## src/rtl/core/hashed_token_embedding_macros.svh

```systemverilog
// ----------------------------------------------------------------------------
// hashed_token_embedding_macros.svh
// Assertion macros for the hashed token embedding core.
// ----------------------------------------------------------------------------
`ifndef HASHED_TOKEN_EMBEDDING_MACROS_SVH
`define HASHED_TOKEN_EMBEDDING_MACROS_SVH

`ifndef ASSERT_OFF

// Clocked check, masked while reset is asserted.
`define HTE_ASSERT(lbl, clk, rstn, prop) \
    lbl: assert property (@(posedge clk) disable iff (!(rstn)) (prop)) \
        else $error("hte assertion failed");

// Clocked check that also holds through reset.
`define HTE_ASSERT_ALWAYS(lbl, clk, prop) \
    lbl: assert property (@(posedge clk) (prop)) \
        else $error("hte assertion failed");

`else

`define HTE_ASSERT(lbl, clk, rstn, prop)
`define HTE_ASSERT_ALWAYS(lbl, clk, prop)

`endif

`endif

```

## src/rtl/core/hte_pkg.sv

```systemverilog
// ----------------------------------------------------------------------------
// hte_pkg
// Constants, types and helpers of the hashed token embedding core.
// ----------------------------------------------------------------------------
package hte_pkg;

    localparam logic [63:0] FNV_OFFSET = 64'hcbf29ce484222325;
    localparam logic [63:0] FNV_PRIME  = 64'h00000100000001b3;
    localparam logic [63:0] PAIR_SEED  = 64'h9e3779b97f4a7c15;
    localparam logic [63:0] PAIR_MUL   = 64'h517cc1b727220a95;
    localparam logic [63:0] MIX_C1     = 64'hff51afd7ed558ccd;
    localparam logic [63:0] MIX_C2     = 64'hc4ceb9fe1a85ec53;

    localparam int unsigned MIX_SHIFT   = 33;
    localparam int unsigned MAG_W       = 24;
    localparam int unsigned IDX_W       = 6;
    localparam int unsigned DIM_W       = 7;
    localparam logic [6:0]  DIM_MAX     = 7'd64;
    localparam logic [6:0]  DIM_RESET   = 7'd64;
    localparam logic [1:0]  MUL_LAST    = 2'd2;

    typedef enum logic [2:0] {
        ST_IDLE,
        ST_MUL_CHAR,
        ST_MUL_PAIR,
        ST_PRE,
        ST_MIX1,
        ST_MIX2,
        ST_PUT,
        ST_ZERO
    } state_t;

    function automatic logic [63:0] sext8(input logic [7:0] v);
        sext8 = {{56{v[7]}}, v};
    endfunction

    function automatic logic [63:0] xor_shift(input logic [63:0] v);
        xor_shift = v ^ (v >> MIX_SHIFT);
    endfunction

endpackage

```

## src/rtl/core/hashed_token_embedding.sv

```systemverilog
// ----------------------------------------------------------------------------
// hashed_token_embedding
// FNV-1a character hash plus pair hash per token; on the last character
// emits murmur3-finalized components (sign + 24-bit magnitude).
// ----------------------------------------------------------------------------
//  channel  | dir | tdata                                   | side band
//  s_       | in  | [7:0] char_value                        | tlast last_char,
//           |     |                                         | tuser empty_token
//  m_       | out | [5:0] index, [6] positive, [30:7] mag   | tlast last_component
//  cfg_wr_  | in  | [6:0] dimension                         | write enable
//
//  A character is accepted, then goes through two 64-bit multiplies on the
//  single 32x32 multiplier (one when it is the first character).
//  Each component goes through pre-mix, two multiplies and the output load.
//  An empty token emits one zero component per cycle while m_ is not stalled.
//  Reset is synchronous, active low; it restores the hashes and dimension 64.
//  A stalled m_ side holds the sequencer in its output-load state.
// ----------------------------------------------------------------------------
`include "hashed_token_embedding_macros.svh"

module hashed_token_embedding (
    input  logic        aclk,
    input  logic        aresetn,
    input  logic        s_tvalid,
    output logic        s_tready,
    input  logic [7:0]  s_tdata,   // [7:0] char_value
    input  logic        s_tlast,
    input  logic        s_tuser,   // [0] empty_token
    output logic        m_tvalid,
    input  logic        m_tready,
    output logic [31:0] m_tdata,   // [5:0] component_index, [6] positive,
                                   // [30:7] magnitude, [31] zero fill
    output logic        m_tlast,
    input  logic        cfg_wr_en,
    input  logic [6:0]  cfg_wr_data
);

    hte_pkg::state_t state_reg, state_next;

    logic [1:0]  step_reg, step_next;
    logic [63:0] a_reg, a_next;
    logic [63:0] acc_reg, acc_next;
    logic [63:0] ch_reg, ch_next;
    logic [63:0] ph_reg, ph_next;
    logic [63:0] sum_reg, sum_next;
    logic [7:0]  prev_reg, prev_next;
    logic        have_prev_reg, have_prev_next;
    logic [7:0]  char_reg, char_next;
    logic        last_reg, last_next;
    logic [5:0]  idx_reg, idx_next;
    logic [6:0]  dim_reg;

    logic        out_valid_reg, out_valid_next;
    logic [5:0]  out_idx_reg, out_idx_next;
    logic        out_pos_reg, out_pos_next;
    logic [23:0] out_mag_reg, out_mag_next;
    logic        out_last_reg, out_last_next;

    // shared multiplier
    logic [63:0] mul_b;
    logic [31:0] a_half, b_half;
    logic [63:0] prod;
    logic [63:0] mul_res;

    logic        mul_done;
    logic        out_free;
    logic [6:0]  eff_dim;
    logic [5:0]  last_idx;
    logic        is_last;
    logic        out_load;
    logic [63:0] pair_word;
    logic [63:0] sum_first;

    always_comb begin
        case (state_reg)
            hte_pkg::ST_MUL_CHAR: mul_b = hte_pkg::FNV_PRIME;
            hte_pkg::ST_MUL_PAIR: mul_b = hte_pkg::PAIR_MUL;
            hte_pkg::ST_MIX1:     mul_b = hte_pkg::MIX_C1;
            hte_pkg::ST_MIX2:     mul_b = hte_pkg::MIX_C2;
            default:              mul_b = '0;
        endcase
    end

    // low 64 bits of a*b: lo*lo, then the two cross terms shifted by 32
    assign a_half  = (step_reg == hte_pkg::MUL_LAST) ? a_reg[63:32] : a_reg[31:0];
    assign b_half  = (step_reg == 2'd1) ? mul_b[63:32] : mul_b[31:0];
    assign prod    = a_half * b_half;
    assign mul_res = (step_reg == 2'd0) ? prod : (acc_reg + {prod[31:0], 32'd0});
    assign mul_done = (step_reg == hte_pkg::MUL_LAST);

    assign eff_dim  = (dim_reg == 7'd0) ? 7'd1 :
                      (dim_reg > hte_pkg::DIM_MAX) ? hte_pkg::DIM_MAX : dim_reg;
    assign last_idx = 6'(eff_dim - 7'd1);
    assign is_last  = (idx_reg == last_idx);
    assign out_free = !out_valid_reg || m_tready;

    assign pair_word = {{48{prev_reg[7]}}, prev_reg, 8'd0} | hte_pkg::sext8(char_reg);

    // next state
    always_comb begin
        state_next = state_reg;
        case (state_reg)
            hte_pkg::ST_IDLE: begin
                if (s_tvalid) begin
                    state_next = s_tuser ? hte_pkg::ST_ZERO : hte_pkg::ST_MUL_CHAR;
                end
            end
            hte_pkg::ST_MUL_CHAR: begin
                if (mul_done) begin
                    if (have_prev_reg) begin
                        state_next = hte_pkg::ST_MUL_PAIR;
                    end else if (last_reg) begin
                        state_next = hte_pkg::ST_PRE;
                    end else begin
                        state_next = hte_pkg::ST_IDLE;
                    end
                end
            end
            hte_pkg::ST_MUL_PAIR: begin
                if (mul_done) begin
                    state_next = last_reg ? hte_pkg::ST_PRE : hte_pkg::ST_IDLE;
                end
            end
            hte_pkg::ST_PRE: begin
                state_next = hte_pkg::ST_MIX1;
            end
            hte_pkg::ST_MIX1: begin
                if (mul_done) begin
                    state_next = hte_pkg::ST_MIX2;
                end
            end
            hte_pkg::ST_MIX2: begin
                if (mul_done) begin
                    state_next = hte_pkg::ST_PUT;
                end
            end
            hte_pkg::ST_PUT: begin
                if (out_free) begin
                    state_next = is_last ? hte_pkg::ST_IDLE : hte_pkg::ST_PRE;
                end
            end
            hte_pkg::ST_ZERO: begin
                if (out_free && is_last) begin
                    state_next = hte_pkg::ST_IDLE;
                end
            end
            default: begin
                state_next = hte_pkg::ST_IDLE;
            end
        endcase
    end

    // datapath and outputs
    always_comb begin
        step_next      = 2'd0;
        a_next         = a_reg;
        acc_next       = mul_res;
        ch_next        = ch_reg;
        ph_next        = ph_reg;
        sum_next       = sum_reg;
        prev_next      = prev_reg;
        have_prev_next = have_prev_reg;
        char_next      = char_reg;
        last_next      = last_reg;
        idx_next       = idx_reg;
        out_load       = 1'b0;
        out_valid_next = out_valid_reg && !m_tready;
        out_idx_next   = out_idx_reg;
        out_pos_next   = out_pos_reg;
        out_mag_next   = out_mag_reg;
        out_last_next  = out_last_reg;
        sum_first      = ch_reg + ph_reg;
        s_tready       = 1'b0;

        case (state_reg)
            hte_pkg::ST_IDLE: begin
                s_tready  = 1'b1;
                char_next = s_tdata;
                last_next = s_tlast;
                a_next    = ch_reg ^ hte_pkg::sext8(s_tdata);
                idx_next  = '0;
                if (s_tvalid && s_tuser) begin
                    ch_next        = hte_pkg::FNV_OFFSET;
                    ph_next        = hte_pkg::PAIR_SEED;
                    prev_next      = '0;
                    have_prev_next = 1'b0;
                end
            end
            hte_pkg::ST_MUL_CHAR: begin
                step_next = step_reg + 2'd1;
                if (mul_done) begin
                    step_next      = 2'd0;
                    ch_next        = mul_res;
                    a_next         = ph_reg ^ pair_word;
                    prev_next      = char_reg;
                    have_prev_next = 1'b1;
                    sum_next       = mul_res + ph_reg;
                end
            end
            hte_pkg::ST_MUL_PAIR: begin
                step_next = step_reg + 2'd1;
                if (mul_done) begin
                    step_next = 2'd0;
                    ph_next   = mul_res;
                    sum_next  = ch_reg + mul_res;
                end
            end
            hte_pkg::ST_PRE: begin
                a_next = hte_pkg::xor_shift(sum_reg);
            end
            hte_pkg::ST_MIX1, hte_pkg::ST_MIX2: begin
                step_next = step_reg + 2'd1;
                if (mul_done) begin
                    step_next = 2'd0;
                    a_next    = hte_pkg::xor_shift(mul_res);
                end
            end
            hte_pkg::ST_PUT: begin
                if (out_free) begin
                    out_load      = 1'b1;
                    out_pos_next  = a_reg[0];
                    out_mag_next  = a_reg[hte_pkg::MAG_W-1:0];
                    idx_next      = idx_reg + 6'd1;
                    sum_next      = sum_reg + ph_reg;
                    if (is_last) begin
                        ch_next        = hte_pkg::FNV_OFFSET;
                        ph_next        = hte_pkg::PAIR_SEED;
                        prev_next      = '0;
                        have_prev_next = 1'b0;
                    end
                end
            end
            hte_pkg::ST_ZERO: begin
                if (out_free) begin
                    out_load     = 1'b1;
                    out_pos_next = 1'b0;
                    out_mag_next = '0;
                    idx_next     = idx_reg + 6'd1;
                end
            end
            default: begin
                sum_next = sum_first;
            end
        endcase

        if (out_load) begin
            out_valid_next = 1'b1;
            out_idx_next   = idx_reg;
            out_last_next  = is_last;
        end
    end

    always_ff @(posedge aclk) begin
        if (!aresetn) begin
            state_reg     <= hte_pkg::ST_IDLE;
            step_reg      <= 2'd0;
            ch_reg        <= hte_pkg::FNV_OFFSET;
            ph_reg        <= hte_pkg::PAIR_SEED;
            prev_reg      <= '0;
            have_prev_reg <= 1'b0;
            idx_reg       <= '0;
            dim_reg       <= hte_pkg::DIM_RESET;
            out_valid_reg <= 1'b0;
        end else begin
            state_reg     <= state_next;
            step_reg      <= step_next;
            ch_reg        <= ch_next;
            ph_reg        <= ph_next;
            prev_reg      <= prev_next;
            have_prev_reg <= have_prev_next;
            idx_reg       <= idx_next;
            out_valid_reg <= out_valid_next;
            if (cfg_wr_en) begin
                dim_reg <= cfg_wr_data;
            end
        end
    end

    always_ff @(posedge aclk) begin
        a_reg        <= a_next;
        acc_reg      <= acc_next;
        sum_reg      <= sum_next;
        char_reg     <= char_next;
        last_reg     <= last_next;
        out_idx_reg  <= out_idx_next;
        out_pos_reg  <= out_pos_next;
        out_mag_reg  <= out_mag_next;
        out_last_reg <= out_last_next;
    end

    assign m_tvalid = out_valid_reg;
    assign m_tdata  = {1'b0, out_mag_reg, out_pos_reg, out_idx_reg};
    assign m_tlast  = out_last_reg;

    // multiply step counter only runs inside the multiply states
    `HTE_ASSERT(a_step_in_mul, aclk, aresetn,
        (step_reg != 2'd0) |-> (state_reg == hte_pkg::ST_MUL_CHAR ||
                                state_reg == hte_pkg::ST_MUL_PAIR ||
                                state_reg == hte_pkg::ST_MIX1 ||
                                state_reg == hte_pkg::ST_MIX2))
    // final component of a vector returns the sequencer to idle
    `HTE_ASSERT(a_last_to_idle, aclk, aresetn,
        (out_load && is_last) |=> (state_reg == hte_pkg::ST_IDLE))
    // hash state is back at its seed once a computed vector is done
    `HTE_ASSERT(a_token_cleared, aclk, aresetn,
        (state_reg == hte_pkg::ST_PUT && out_load && is_last) |=>
        (!have_prev_reg && ch_reg == hte_pkg::FNV_OFFSET &&
         ph_reg == hte_pkg::PAIR_SEED))
    // empty-token components carry a zero value
    `HTE_ASSERT(a_zero_value, aclk, aresetn,
        (state_reg == hte_pkg::ST_ZERO && out_load) |=>
        (out_mag_reg == 24'd0 && !out_pos_reg))

endmodule

```

## config.mk

```make
export PLATFORM = sky130hd
export DESIGN_NAME = hashed_token_embedding
export DESIGN_NICKNAME = d
export VERILOG_FILES = /design/src/rtl/core/hte_pkg.sv /design/src/rtl/core/hashed_token_embedding.sv
export VERILOG_INCLUDE_DIRS = /design/src /design/src/rtl/core
export SDC_FILE = /design/constraint.sdc
export NUM_CORES = 2
export LEC_CHECK = 0
export CAP_MARGIN = 0
export CELL_PAD_IN_SITES_DETAIL_PLACEMENT = 1
export CELL_PAD_IN_SITES_GLOBAL_PLACEMENT = 2
export CORE_ASPECT_RATIO = 0.6
export CORE_MARGIN = 8
export CORE_UTILIZATION = 30
export DETAILED_ROUTE_END_ITERATION = 8
export DONT_BUFFER_PORTS = 1
export PLACE_DENSITY = 0.7
export SYNTH_ARGS = -nofsm -noshare
export SYNTH_HDL_FRONTEND = slang
export SYNTH_SLANG_ARGS = --single-unit
```

## constraint.sdc

```tcl
create_clock -name aclk -period 16.75 [get_ports aclk]
set_clock_uncertainty 0.2 [all_clocks]
set_input_delay 0.8375 -clock aclk [delete_from_list [all_inputs] [get_ports aclk]]
set_output_delay 0.8375 -clock aclk [all_outputs]
set_load 0.05 [all_outputs]
```

After elaboration in Yosys (flattened, before gate mapping)
Index checks and enable logic that the tools add are counted.
Storage, ports and cells
  register bits: 389
  bits in latches: 0
  memory bits (writable): 0
  memory bits (read-only): 0
  input port bits: 22
  output and inout bits: 35
  logic and storage cells: 138
  memories: 0
Cells by class
  add/sub/neg operators: 7
  $mul: 1
  divide/modulo/power cells: 0
  magnitude comparators: 1
  eq/ne operators: 22
  shifts and indexed selects: 0
  muxes and demuxes: 56
  bitwise operators: 7
  reduce and logical (&&, ||, !) cells: 26
Operators with widths (count)
  2-to-1 mux 64 bit: 13
  one-hot mux 64 bit (3 select lines): 3
  one-hot mux 64 bit (4 select lines): 2
  adder 64 bit: 4
  XOR 64 x 31 -> 64 bit: 2
  XOR 64 bit: 2
  multiplier 32 x 32 -> 64 bit: 1
  2-to-1 mux 32 bit: 2
  OR 64 bit: 1
  2-to-1 mux 24 bit: 2
  one-hot mux 24 bit (2 select lines): 1
  2-to-1 mux 8 bit: 4
  2-to-1 mux 3 bit: 8
  one-hot mux 3 bit (8 select lines): 1
  one-hot mux 8 bit (3 select lines): 1
  inequality test 2 bit (second input constant): 11
  2-to-1 mux 6 bit: 3
  equality test 3 bit (second input constant): 4
  one-hot mux 6 bit (2 select lines): 1
  2-to-1 mux 1 bit: 10
  AND reduction 5 bit: 2
  nonzero test 3 bit: 3
  > comparator 7 bit (second input constant): 1
  zero test 7 bit: 1
  27 further kinds: 37

Longest topological paths before layout
  depth in word-level cells: 9
  gate-level depth with buffers: 52
  mapped depth without buffers: 49

Least setup slack after synthesis
OpenSTA, ideal clock, no wires.
  path type: register to register
  start: register step_reg[0]
  end: register sum_reg[63] (data pin)
  setup time: 0.268 ns
  data arrival time: 11.294 ns
  data required time: 16.282 ns
  setup slack: 4.988 ns
  stages on the path, launching flop included: 46
  buffers on the path: 7
  clock period less this slack: 11.762 ns
  cells stage by stage: dfxtp_1 inv_1 ha_1 clkbuf_1 buf_1 buf_1 mux2i_1 clkbuf_1 nor2_1 fa_1 fa_1 fa_1 inv_1 fa_1 inv_1 fa_1 fa_1 fa_1 [... 10 more ...] o21ai_0 xnor2_1 mux2_2 ha_1 clkbuf_1 nand2_1 o21ai_1 a31oi_1 or3b_1 or3_1 a211o_1 and2_1 clkbuf_1 o31ai_2 a221o_1 a21oi_1 xnor2_1 mux2i_1
On the way
  word-level cells in the longest chain between the ends: 8
  elaborated cells on any way between the ends: 13
  classes of those cells: add/sub: 3; mul: 1; eq/ne: 2; mux: 6; reduce/logical: 1
RTL lines
  from (decl): line hashed_token_embedding.sv:40  | logic [1:0] step_reg, step_next;
  from (signal assigned): line hashed_token_embedding.sv:266  | step_reg <= step_next;
  equality test 2 bit or equality test 2 x 1 -> 1 bit (tied branches): line hashed_token_embedding.sv:85, hashed_token_embedding.sv:86
  2-to-1 mux 32 bit, on equally long branches: line hashed_token_embedding.sv:85, hashed_token_embedding.sv:86
  multiplier 32 x 32 -> 64 bit: line hashed_token_embedding.sv:87  | assign prod = a_half * b_half;
  adder 64 bit: line hashed_token_embedding.sv:88  | assign mul_res = (step_reg == 2'd0) ? prod : (acc_reg + {prod[31:0], 32'd0});
  2-to-1 mux 64 bit (*): line hashed_token_embedding.sv:88
  net acc_next[32]: line hashed_token_embedding.sv:42  | logic [63:0] acc_reg, acc_next;
  adder 64 bit, on equally long branches: line hashed_token_embedding.sv:205, hashed_token_embedding.sv:197
  2-to-1 mux 64 bit, on equally long branches: line hashed_token_embedding.sv:202, hashed_token_embedding.sv:191
  one-hot mux 64 bit (3 select lines) (*): line hashed_token_embedding.sv:175  | case (state_reg)
  net sum_next[63]: line hashed_token_embedding.sv:45  | logic [63:0] sum_reg, sum_next;
  to (signal assigned): line hashed_token_embedding.sv:282  | sum_reg <= sum_next;
  to (decl): line hashed_token_embedding.sv:45
Mark *: on every way through the listed nets, which the timed path passes. The rest lies on a longest branch. The select of a mux whose other input is x is not followed.
A chain may end at the register's enable or synchronous reset.

Final worst setup path
  start: register state_reg[2]
  end: register sum_reg[63] (data pin)
On the way
  word-level cells in the longest chain between the ends: 9
  elaborated cells on any way between the ends: 15
  classes of those cells: add/sub: 3; mul: 1; eq/ne: 5; mux: 6
RTL lines
  from (decl): line hashed_token_embedding.sv:38  | hte_pkg::state_t state_reg, state_next;
  from (signal assigned): line hashed_token_embedding.sv:255  | state_reg <= hte_pkg::ST_IDLE;
  from (signal assigned): line hashed_token_embedding.sv:265  | state_reg <= state_next;
  equality test 3 bit (tied with other cells): line hashed_token_embedding.sv:75  | case (state_reg)
  one-hot mux 64 bit (4 select lines) (*): line hashed_token_embedding.sv:75
  2-to-1 mux 32 bit (*): line hashed_token_embedding.sv:86  | assign b_half = (step_reg == 2'd1) ? mul_b[63:32] : mul_b[31:0];
  multiplier 32 x 32 -> 64 bit (*): line hashed_token_embedding.sv:87
  adder 64 bit: line hashed_token_embedding.sv:88
  2-to-1 mux 64 bit (*): line hashed_token_embedding.sv:88
  net acc_next[44]: line hashed_token_embedding.sv:42
  adder 64 bit, on equally long branches: line hashed_token_embedding.sv:205, hashed_token_embedding.sv:197
  2-to-1 mux 64 bit, on equally long branches: line hashed_token_embedding.sv:202, hashed_token_embedding.sv:191
  one-hot mux 64 bit (3 select lines) (*): line hashed_token_embedding.sv:175
  net sum_next[63]: line hashed_token_embedding.sv:45
Marked as above.

==> out/metrics.csv <==
stage,metric,value,unit
global_routing,antenna_found_initial,18,
placed_design,place_congestion,0.9699,
synthesis,synth_edf_count,168,
global_routing,grt_max_degree,159,
timing,setup_tns,0,ns
timing,hold_violations,0,
placed_design,dp_hpwl,236.3,mm
setup_path,critical_path.max_stage_delay,0.78,ns
route,drt_iter0_drc,6634,
setup_path,regToRegStartpoint,state_reg[2],
placed_design,portBuffers,0,
clocking,cts_resized,0,
route,firstDrtPassIters,8,
timing,tightest_slew,1.419,ns
setup_path,cp_slowest_cell,nand2_1,
clocking,clk_pin_slew,0.07,ns
setup_path,path_class,reg -> reg,
clocking,cts_num_sinks,388,
die,die_h,359.5,um
timing,period_share,0.9477,
synthesis,postSynthCellCount,6671,
die,rows,126,
final_layout,syn_to_final_growth,7.827,%
synthesis,synth_top_cells_by_count,"inv_1, fa_1, nand2_1, nor2_1, ha_1",
route,drc,0,
global_routing,grt-ovfl-total,0,
setup_path,arrival,16.04,ns
global_routing,grt_pass1_vias,52300,
synthesis,yosysSeqAreaShare,0.1602,
timing,rsz0062_at_grt,no,
setup_path,cpMostUsedCell,fa_1,
setup_path,start_kind,flop,
clocking,clk_latency,0.62,ns
route,wire_per_inst,31.47,um
synthesis,ys_warn_count,0,
setup_path,regToRegSetupSlack,0.88,ns
synthesis,yosys.area.top_type,fa_1,
timing,report.final.slew_viol_count,0,
die,fp.coreArea,196000,um2
final_layout,multi_input_area,44790,um2
timing,fin_crit,15.87,ns
run_status,status,finished clean,
final_layout,fillers,22720,
setup_path,crit_fanout,19,
timing,slew_headroom,0.05416,
route,ant_nets,0,
setup_path,end_kind,flop,
synthesis,yosysTopAreaCellShare,0.3051,
setup_path,cp-endpoint,sum_reg[63],
synthesis,yosys-top-cells-area,"fa_1, ha_1, edfxtp_1",
die,die-area,211500,um2
worst_hold_path,hp-class,in -> reg,
clocking,cts_max_level,2,
clocking,cts_setup_buffers,0,
setup_path,cp_data_required_time,16.91,ns
setup_path,reg2reg_to,sum_reg[63],
synthesis,synth_nets,8021,
route,vias_per_cell,5.631,
synthesis,ys_ff_latch,388,
setup_path,reg2reg_depth,42,
synthesis,netlist_area,58990,um2
synthesis,syn_avg_cell_area,8.842,um2
clocking,tritoncts,built,
route,wl,288.4,mm
synthesis,yosysMostFrequentCell,inv_1,
die,ios,57,
timing,setup_viol,0,
global_routing,grt_first_pass_wirelength,408.1,mm
die,die_w,588.5,um
clocking,cts_root_buf,clkbuf_16,
synthesis,synth_flop_cell,dfxtp_1,
route,vias,51610,
clocking,cts-hold-fix-buffers,0,
synthesis,async_flop_share,0,
die,initial_utilization,0.3010,
final_layout,final_nets,7853,
flow_run,cap_violations,0,
timing,fmax,0.06300,GHz
synthesis,synth.distinct_cells,91,
final_layout,post_route_cells_drive_above_1_share,0.06088,
global_routing,grt_usage,0.2660,
final_layout,regArea,9450,um2
setup_path,critPathLaunch,state_reg[2],
clocking,cts_buffer_depth,3,
clocking,cts_made_buffers,42,
-- final cells by class --
cell class	instances	share of cell area
repair buffers	137	0.01617
well taps	2624	0.05162
flip-flops and latches	388	0.1486
clock buffers	65	0.01965
diodes	4	0.0001574
inverters	978	0.05772
clock inverters	13	0.001869
multi-input cells	4956	0.7042
-- worst min path at each step --
stage | from | depth (start not counted) | slack [ns] | to
floorplan | step_reg[0] | 1 | 0.22 | step_reg[0]
global placement | step_reg[0] | 1 | 0.23 | step_reg[0]
detailed placement | step_reg[0] | 1 | 0.24 | step_reg[0]
CTS | aresetn | 1 | 0.09 | ph_reg[45]
global route | aresetn | 1 | 0.1 | ch_reg[17]
finish | s_tlast | 0 | 0.13 | last_reg
-- metrics by stage --
stage | setup slack, ns | instance area [um2] | hold slack [ns] | std cells | util
6_report | 0.8764 | 63600 | 0.1303 | 9165 | 0.3246
5_1_grt | 0.6023 | 63600 | 0.09500 | 9162 | 0.3245
3_3_place_gp | 1.682 | 62220 | 0.2309 | 9082 | 0.3175
4_1_cts | 1.595 | 63590 | 0.08598 | 9160 | 0.3245
2_1_floorplan | 4.988 | 58990 | 0.2173 | 6671 | -
3_5_place_dp | 1.612 | 62220 | 0.2422 | 9082 | 0.3175
-- placed cells by master (no fill, tap or decap), types with 15 or more instances in the layout --
cell         n
nand2b_1    32
a211oi_1    25
a31oi_1     29
a21boi_0    23
clkbuf_16   44
dfxtp_1    219
nand4_1     49
xor2_1     175
mux2i_1     52
nor3_1      76
fa_1       899
edfxtp_1   168
inv_1      977
xnor2_1    228
and2_1      51
o221ai_1    15
ha_1       426
nand2_1    834
o211ai_1    32
o22ai_1     58
a22oi_1     51
and3_1      32
o21ai_0    225
nand3_1    105
nor2_1     537
o21bai_1    43
a21o_1     139
o21ai_1     21
o21a_1      29
mux2_2     110
a222oi_1    49
nor2b_1     82
a21oi_1    323
buf_4      137
-- cells by family after synthesis --
family                   share of synthesized area
adder cells (fa/ha/maj)                     0.3961
flip-flops                                  0.1602
buffers and inverters                      0.08491
AND/OR/NAND/NOR                             0.1375
AO/OA/AOI/OAI                               0.1294
other                                   0.00006357
multiplexers                               0.03165
XOR/XNOR                                   0.06022
-- layer usage --
metal / track usage / vias up / wire length, um
met2: 0.3233 / 2904 / 100800
met5: 0 / - / 61
li1: - / 21420 / -
met3: 0.09448 / 280 / 39740
met1: 0.4345 / 27000 / 142400
met4: 0.04200 / 8 / 5437
-- critical path, delay by kind of cell, from the launching register on --
kind | cells | cell delay [ns]
multiplexers | 1 | 0.09
flip-flops | 1 | 0.64
AO/OA/AOI/OAI | 16 | 5.40
AND/OR/NAND/NOR | 6 | 2.62
XOR/XNOR | 2 | 0.40
adder cells (fa/ha/maj) | 10 | 4.82
buffers and inverters | 7 | 1.35
Power is not shown: default switching activity piles up to over one toggle a cycle in this logic, so the estimate is an artifact.
